`config.mk`:
```
export PLATFORM = sky130hd
export DESIGN_NAME = wis_ram
export DESIGN_NICKNAME = d
export VERILOG_FILES = /design/src/hdl/wis_ram.sv
export SDC_FILE = /design/constraint.sdc
export NUM_CORES = 1
export LEC_CHECK = 0
export BUFFER_PORTS_ARGS = -buffer_cell sky130_fd_sc_hd__buf_4
export CAP_MARGIN = 40
export CORE_MARGIN = 8
export CORE_UTILIZATION = 25
export DETAILED_ROUTE_END_ITERATION = 16
export HOLD_SLACK_MARGIN = 0.08
export MAX_ROUTING_LAYER = met4
export SYNTH_ARGS = -nofsm -noshare
export SYNTH_HDL_FRONTEND = slang
export SYNTH_SLANG_ARGS = --single-unit
```
`constraint.sdc`:
```
create_clock -name clk -period 1.5 [get_ports clk]
set_input_delay 0.075 -clock clk [delete_from_list [all_inputs] [get_ports clk]]
set_output_delay 0.075 -clock clk [all_outputs]
set_load 0.1 [all_outputs]
```
`src/hdl/wis_ram.sv`:
```
`timescale 1ns / 1ps

module wis_ram #(
	parameter int WIDTH = 8,
	parameter int DEPTH = 16
) (
	input  logic                     clk,
	input  logic                     wr_en,
	input  logic [$clog2(DEPTH)-1:0] wr_addr,
	input  logic [WIDTH-1:0]         wr_data,
	input  logic [$clog2(DEPTH)-1:0] rd_addr,
	output logic [WIDTH-1:0]         rd_data
);

	logic [WIDTH-1:0] mem_q [DEPTH];
	logic [WIDTH-1:0] rd_data_q;

	always_ff @(posedge clk) begin
		if (wr_en) begin
			mem_q[wr_addr] <= wr_data;
		end
		rd_data_q <= mem_q[rd_addr];
	end

	assign rd_data = rd_data_q;

endmodule

```
Yosys cells after proc, flatten, opt, wreduce, memory -nomap -nowiden
Memory sizes are Yosys's and may differ from the RTL's. A register that Yosys moved wholly into a read port is not among the register bits.
Index checks and enable logic that the tools add are counted.
{"block": "op_classes", "muxes": 2}
{"operator": "2-to-1 mux 1 bit", "count": 2}
{"block": "word_totals", "n_memories": 1, "elab_cells": 3, "register_bits": 0, "mem_bits_rw": 128, "out_inout_bits": 8}
{"name": "mem_q", "words": 16, "width": 8, "rd": 1, "rd_clocked_by_memory_dff": 1, "wr": 1, "line": "15", "source": "logic [WIDTH-1:0] mem_q [DEPTH];"}

Longest topological paths before layout
Gate-level depths: netlist of run 1.
{"block": "logic_depth", "ltp_word": 2, "depth_mapped": 5, "ltp_nobuf": 3}

Least setup slack after synthesis of run 1
OpenSTA, ideal clock, no wires.
{"block": "synth_path", "path_kind": "input -> register", "start": "input port wr_addr[2]", "end": "memory mem_q[0][0] (enable)", "slack_ns": -0.068, "required_time_ns": 1.117, "t_arrival_ns": 1.185, "path_stages": 2, "setup_time_ns": 0.383, "path_cell_list": "or3b_2 > nor3_1"}
{"item": "start: declaration", "line": "9", "source": "input logic [$clog2(DEPTH)-1:0] wr_addr,"}
{"item": "end: declaration", "line": "15"}
No word-level cell before the write port.

==> results of run 1 <==
==> worst max path at each step <==
| stage | startpoint | endpoint | slack (ps) |
|---|---|---|---|
| 2_1_floorplan | wr_addr[2] | mem_q[3][0]$_DFFE_PP_ | 160 |
| 3_3_place_gp | rd_addr[0] | rd_data[0]$_DFF_P_ | -70 |
| 3_5_place_dp | rd_addr[0] | rd_data[0]$_DFF_P_ | -90 |
| 4_1_cts | mem_q[8][4]$_DFFE_PP_ | rd_data[4]$_DFF_P_ | 90 |
| 5_1_grt | mem_q[1][0]$_DFFE_PP_ | rd_data[0]$_DFF_P_ | 50 |
| 6_report | mem_q[8][4]$_DFFE_PP_ | rd_data[4]$_DFF_P_ | 120 |
==> routing by layer <==
layer / routed length, um / share of wire [%] / GRT usage [%]
met1: 5240 / 49 / 11.7
met2: 4920 / 46 / 12.9
met3: 528 / 4.9 / 2.22
met4: 56 / 0.52 / 2.70
met5: 0 / 0 / -
==> cells by family (layout without fill, tap and decap cells) <==
| group | Yosys count | count (layout) | synth area share, % |
|---|---|---|---|
| AOI/OAI and AO/OA | 16 | 16 | 2.33 |
| buffers and inverters | 10 | 90 | 1.68 |
| DFF | 136 | 136 | 77.8 |
| muxes | 32 | 32 | 15.0 |
| and+or+nand+nor | 35 | 35 | 3.18 |
==> metrics by stage <==
stage | cells | utilization (%) | cell area, um^2 | total power [mW] | TNS (ps)
5_1_grt | 579 | 32.4 | 6560 | 9.85 | 0
6_report | 579 | 32.4 | 6560 | 9.60 | 0
2_1_floorplan | 229 | - | 5150 | 4.75 | 0
3_3_place_gp | 539 | 28.7 | 5800 | 4.98 | -141
3_5_place_dp | 539 | 28.7 | 5800 | 4.99 | -229
4_1_cts | 579 | 32.4 | 6560 | 9.68 | 0
==> critical path: cells and delay by family, from the launching register on <==
| kind | cells | cell delay (ps) |
|---|---|---|
| multiplexers | 1 | 500 |
| AO/OA/AOI/OAI | 1 | 310 |
| AND/OR/NAND/NOR | 1 | 90 |
| flip-flops | 1 | 360 |
==> layout by cell type (no fill, tap or decap) <==
cell type	netlist	final
or3b_2	1	1
buf_4	1	48
nand2b_1	2	2
dlygate4sd3_1	0	8
and2_1	1	1
nor3_2	0	1
and2b_1	1	1
edfxtp_1	128	128
mux4_1	14	14
clkbuf_16	0	17
nand3b_1	2	2
clkinvlp_4	0	3
nor2b_1	1	1
a22oi_1	16	16
mux4_2	18	18
nand3_1	1	1
nand2_1	9	9
clkinv_2	0	2
clkinv_4	0	2
inv_6	0	2
buf_12	0	2
nor2_1	13	13
nor3_1	4	3
bufinv_16	0	6
dfxtp_1	8	8
==> flip-flops by register name, indices dropped and copies added, names as in the netlist <==
register / cells
mem_q: 128
rd_data: 8
==> what timing repair did <==
item,4_1_cts,5_1_grt
endpoints found under the hold margin,128,0
hold buffers,8,0
endpoints found under the setup margin,0,0
gates resized for setup,0,0
==> power groups by stage <==
stage               sequential (mW)  clock, mW  combinational, mW
floorplan                      4.53          0              0.216
global placement               4.36          0              0.617
detailed placement             4.36          0              0.628
CTS                            4.28       4.74              0.648
global route                   4.29       4.89              0.676
finish                         4.28       4.68              0.637
==> cell type report <==
class	instances	area, um^2
clock buffer	17	425
fill	1898	13700
sequential	136	4000
multi-input combinational	83	1060
timing repair buffer	58	480
tap	270	338
clock inverter	15	248
==> qor.csv, run 1 <==
metric;value;unit
status;complete, no violations;
via count;2481;
R2R Path Start;mem_q[8][4]$_DFFE_PP_;
Slew @ Worst Pin;458;ps
post-synthesis cell area;5150;um^2
Min-Delay Startpoint;wr_addr[0];
Commonest cells post-synth;128 x edfxtp_1, 18 x mux4_2, 16 x a22oi_1;
worst-path cell chain;mux4_1 > a22oi_1 > nand2_1;
grt ovf;0;
H-tree depth;4;
Num CTS Buffers;17;
dominant synthesized flop cell;edfxtp_1;
DP Wirelength;7010;um
fraction of layout cells with a size suffix above 1;33.0;%
Sw Ratio;20.8;%
Clock Skew;7.86;ps
Max Buffers Root-to-Sink;2;
largest net degree at the start of global routing;17;
Detailed Routing Iterations Pass 1;6;
Area Overhead vs Synth;27.4;%
Max Slew Vio Count;0;
Mapped Cells;229;
sequential area share after synthesis;77.8;%
most common cell in the netlist;edfxtp_1;
Avg Synthesized Cell Area;22.5;um^2
row cnt;52;
final hold vios;0;
TritonCTS clock tree;yes;
initial antenna violation count;0;
Syn Nets;247;
post-DR vias/cell;4.28;
most area-hungry cell type in the Yosys netlist;edfxtp_1;
minimum clock period;1380;ps
pre-CTS setup slack;-88.0;ps
Synth Warn #;0;
Antenna Cells;0;
CTS sink cnt;136;
register bit total from synthesis;136;
IO Port Bufs;25;
hold-critical path depth;3;
Tcrit/Tclk final;92.1;%
CP endpoint kind;flop;
Int Pwr;7.60;mW
LEAKAGE;2.21;nW
Logic pwr share;6.6;%
DRC;0;
final wirelength;10700;um
Clk network pwr share;48.7;%
share of the synthesized area in the top cell type;74.7;%
Crit Path Category;reg2reg;
Total Nets Final;314;
register-to-register setup slack;120;ps
number of global-route vias before repair;2568;
WHS;203;ps
reg2reg path depth;3;
Post-synth EDFFs;128;
Die Ht;159;um
setup ws final;118;ps
Die W;159;um
sequential cell fraction of total power;44.6;%
Crit path largest cell delay;500;ps
fraction of registers with async set/reset;0;%
worst hold endpoint;mem_q[0][2]$_DFFE_PP_;
Post-CTS Setup Bufs;0;
type of the worst min-delay path;in2reg;
CP Max Fanout;1;
peak supply drop;0.000668;V
crit path DAT;1660;ps
Net Sw Power;2.00;mW
Pwr Density;1460;nW/um^2
top cells by area, synth;edfxtp_1 75%, mux4_2 7.9%, mux4_1 7.1%;
f_max;724;MHz
Clk pin slew, worst setup/hold paths;60;ps
crit start category;flop;
Core ar.;20200;um^2
FF-to-FF End;rd_data[4]$_DFF_P_;
unrepaired setup endpoints after global routing;no;
Max stage delay cell, worst path;mux4_1;
first-pass GRT wire length;16200;um
max-cap check violation count;0;
antenna violation net count after detailed routing;0;
Clk Latency, worst-skew pair;410;ps
clk root buf;clkbuf_16;
RD Place Congestion;0.697;
slew margin rel.;69.5;%
Cell variety after synth;19;
die area;25400;um^2
IO Pins;26;
setup violators final;0;
Worst EP required;1780;ps
Initial Util;25.4;%
GRT Overall Usage;8.79;%
WL/cell;18.6;um
initial DRC count;211;
No activity file was read; power rests on OpenSTA's default activity.
==> run 2, diff against run 1 <==
--- a/config.mk
+++ b/config.mk
@@ -12,6 +12,7 @@
 export DETAILED_ROUTE_END_ITERATION = 16
 export HOLD_SLACK_MARGIN = 0.08
 export MAX_ROUTING_LAYER = met4
+export SETUP_SLACK_MARGIN = 0.5
 export SYNTH_ARGS = -nofsm -noshare
 export SYNTH_HDL_FRONTEND = slang
 export SYNTH_SLANG_ARGS = --single-unit
==> constraint.sdc (replaced) <==
create_clock -name clk -period 1.5 [get_ports clk]
set_input_delay 0.15 -clock clk [delete_from_list [all_inputs] [get_ports clk]]
set_output_delay 0.15 -clock clk [all_outputs]
set_load 0.1 [all_outputs]
==> run 2 against run 1 <==
  * Global-route usage is 0.089 points lower
  * Final cell count decreased by 1.2%
  * Utilization is 0.84 points higher
  * Critical path depth unchanged
  * Cell area rose by 2.6%
  * Sequential cell count unchanged
  * Clock power shrank 15%
  * Largest power group is now registers
==> qor.csv, run 2 (same netlist as run 1, synthesis figures left out) <==
metric;value;unit
Tcrit/Tclk final;85.4;%
Finished Layout Cells;572;
Die W;159;um
CP endpoint kind;flop;
DRC;0;
setup TNS;0;ps
FF-to-FF End;rd_data[7]$_DFF_P_;
Antenna Cells;0;
origin of the worst setup path;mem_q[3][7]$_DFFE_PP_;
register-to-register setup slack;220;ps
Max stage delay cell, worst path;mux4_2;
Total Nets Final;307;
WL/cell;17.5;um
CP Max Fanout;1;
IO Pins;26;
number of global-route vias before repair;2533;
Largest delay share family, worst path;multiplexers;
Crit path largest cell delay;500;ps
f_max;781;MHz
M3 GR Usage;3.21;%
final wirelength;10000;um
setup violators final;0;
Slew @ Worst Pin;893;ps
worst-path cell chain;mux4_2 > a22oi_2 > nand2_1;
die area;25400;um^2
Max Slew Vio Count;0;
status;complete, no violations;
initial DRC count;185;
most frequent cells in the layout;128 x edfxtp_1, 32 x mux4_2, 22 x buf_4, 21 x buf_12, 17 x clkbuf_16;
post-DR vias/cell;4.15;
crit path to;rd_data[7]$_DFF_P_;
gr busiest metal;met2;
minimum clock period;1280;ps
Worst EP required;1790;ps
grt met2 use;12.5;%
type of the worst min-delay path;in2reg;
crit start category;flop;
crit path DAT;1570;ps
dpl cells;532;
peak supply drop;0.000798;V
final hold vios;0;
register bank with the most flops;mem_q;
Core ar.;20200;um^2
RD Place Congestion;0.702;
Largest register FFs;128;
reg2reg path depth;3;
DP Wirelength;6880;um
H-tree depth;4;
Max Buffers Root-to-Sink;2;
Detailed Routing Iterations Pass 1;4;
Die Ht;159;um
largest net degree at the start of global routing;17;
Clock Skew;9.46;ps
Final Power;9.03;mW
Pwr Density;1340;nW/um^2
commonest non-fill, non-tap cell in the layout;edfxtp_1;
CP Depth;3;
Area Overhead vs Synth;30.7;%
Crit Path Category;reg2reg;
TritonCTS clock tree;yes;
antenna violation net count after detailed routing;0;
via count;2376;
setup ws final;220;ps
first-pass GRT wire length;15800;um
Num CTS Buffers;17;
CTS sink cnt;136;
WHS;286;ps
R2R Path Start;mem_q[3][7]$_DFFE_PP_;
fraction of layout cells with a size suffix above 1;42.7;%
grt ovf;0;
IO Port Bufs;25;
Initial Util;25.4;%
row cnt;52;
Clk pin slew, worst setup/hold paths;50;ps
Post-CTS Setup Bufs;0;
initial antenna violation count;0;
max-cap check violation count;0;
Clk Latency, worst-skew pair;410;ps
slew margin rel.;40.3;%
critical path buffer and inverter count;0;
clk root buf;clkbuf_16;
GR Util met1;11.2;%
LEAKAGE;2.15;nW
GRT Overall Usage;8.70;%
unrepaired setup endpoints after global routing;yes;
pre-CTS setup slack;-85.1;ps
==> run 2: cell count changes in the layout (fill, tap and decap cells not counted), moves of 7 or more <==
cell     change
mux4_2      +14
buf_12      +19
buf_4       -26
dfxtp_1      -8
a22oi_1      -7
nor2_1      -10
a22oi_2      +7
dfxtp_2      +7
mux4_1      -14
==> run 2: metrics by stage <==
| stage | utilization (%) | cell area (um^2) |
|---|---|---|
| after global placement | 29.4 | 5940 |
| after CTS | 33.2 | 6720 |
| after floorplan | - | 5240 |
| after detailed placement | 29.4 | 5940 |
| after global routing | 33.2 | 6730 |
| final | 33.2 | 6730 |
==> run 2: worst min-delay path by stage <==
stage	startpoint	endpoint	slack, ps	cells past startpoint
finish	wr_addr[0]	mem_q[0][3]$_DFFE_PP_	290	3
global route	wr_addr[0]	mem_q[0][3]$_DFFE_PP_	280	3
CTS	wr_addr[0]	mem_q[0][0]$_DFFE_PP_	270	3
detailed placement	wr_data[1]	mem_q[2][1]$_DFFE_PP_	470	1
global placement	wr_data[4]	mem_q[6][4]$_DFFE_PP_	450	1
floorplan	wr_data[0]	mem_q[0][0]$_DFFE_PP_	250	0
==> run 2: repair_timing <==
action / in CTS / in global routing
endpoints found under the setup margin: 16 / 16
endpoints found under the hold margin: 128 / 0
pin swaps: 4 / 0
resized for setup: 32 / 1
hold buffers: 8 / 0
==> run 2: final cells by class <==
class | instances | area (um^2)
fillers | 1864 | 13500
flip-flops and latches | 136 | 4020
multi-input cells | 83 | 1140
repair buffers | 51 | 666
clock buffers | 21 | 440
well taps | 270 | 338
clock inverters | 11 | 130
==> run 2: layer usage <==
metal	share of wire, %	vias up
met5	0	-
met4	0.24	0
met3	4.7	2
met2	48	55
met1	47	1240
li1	-	1079
==> run 2: worst reg2reg max path, stage by stage, from the launching register on <==
cell and delay (ps):
edfxtp_1 360, mux4_2 500, a22oi_2 230, nand2_1 90
==> run 2: power by group <==
part,switching [mW],total [mW],internal (mW)
Clock,1.40,3.98,2.58
Sequential,0.0425,4.30,4.26
Combinational,0.437,0.752,0.315
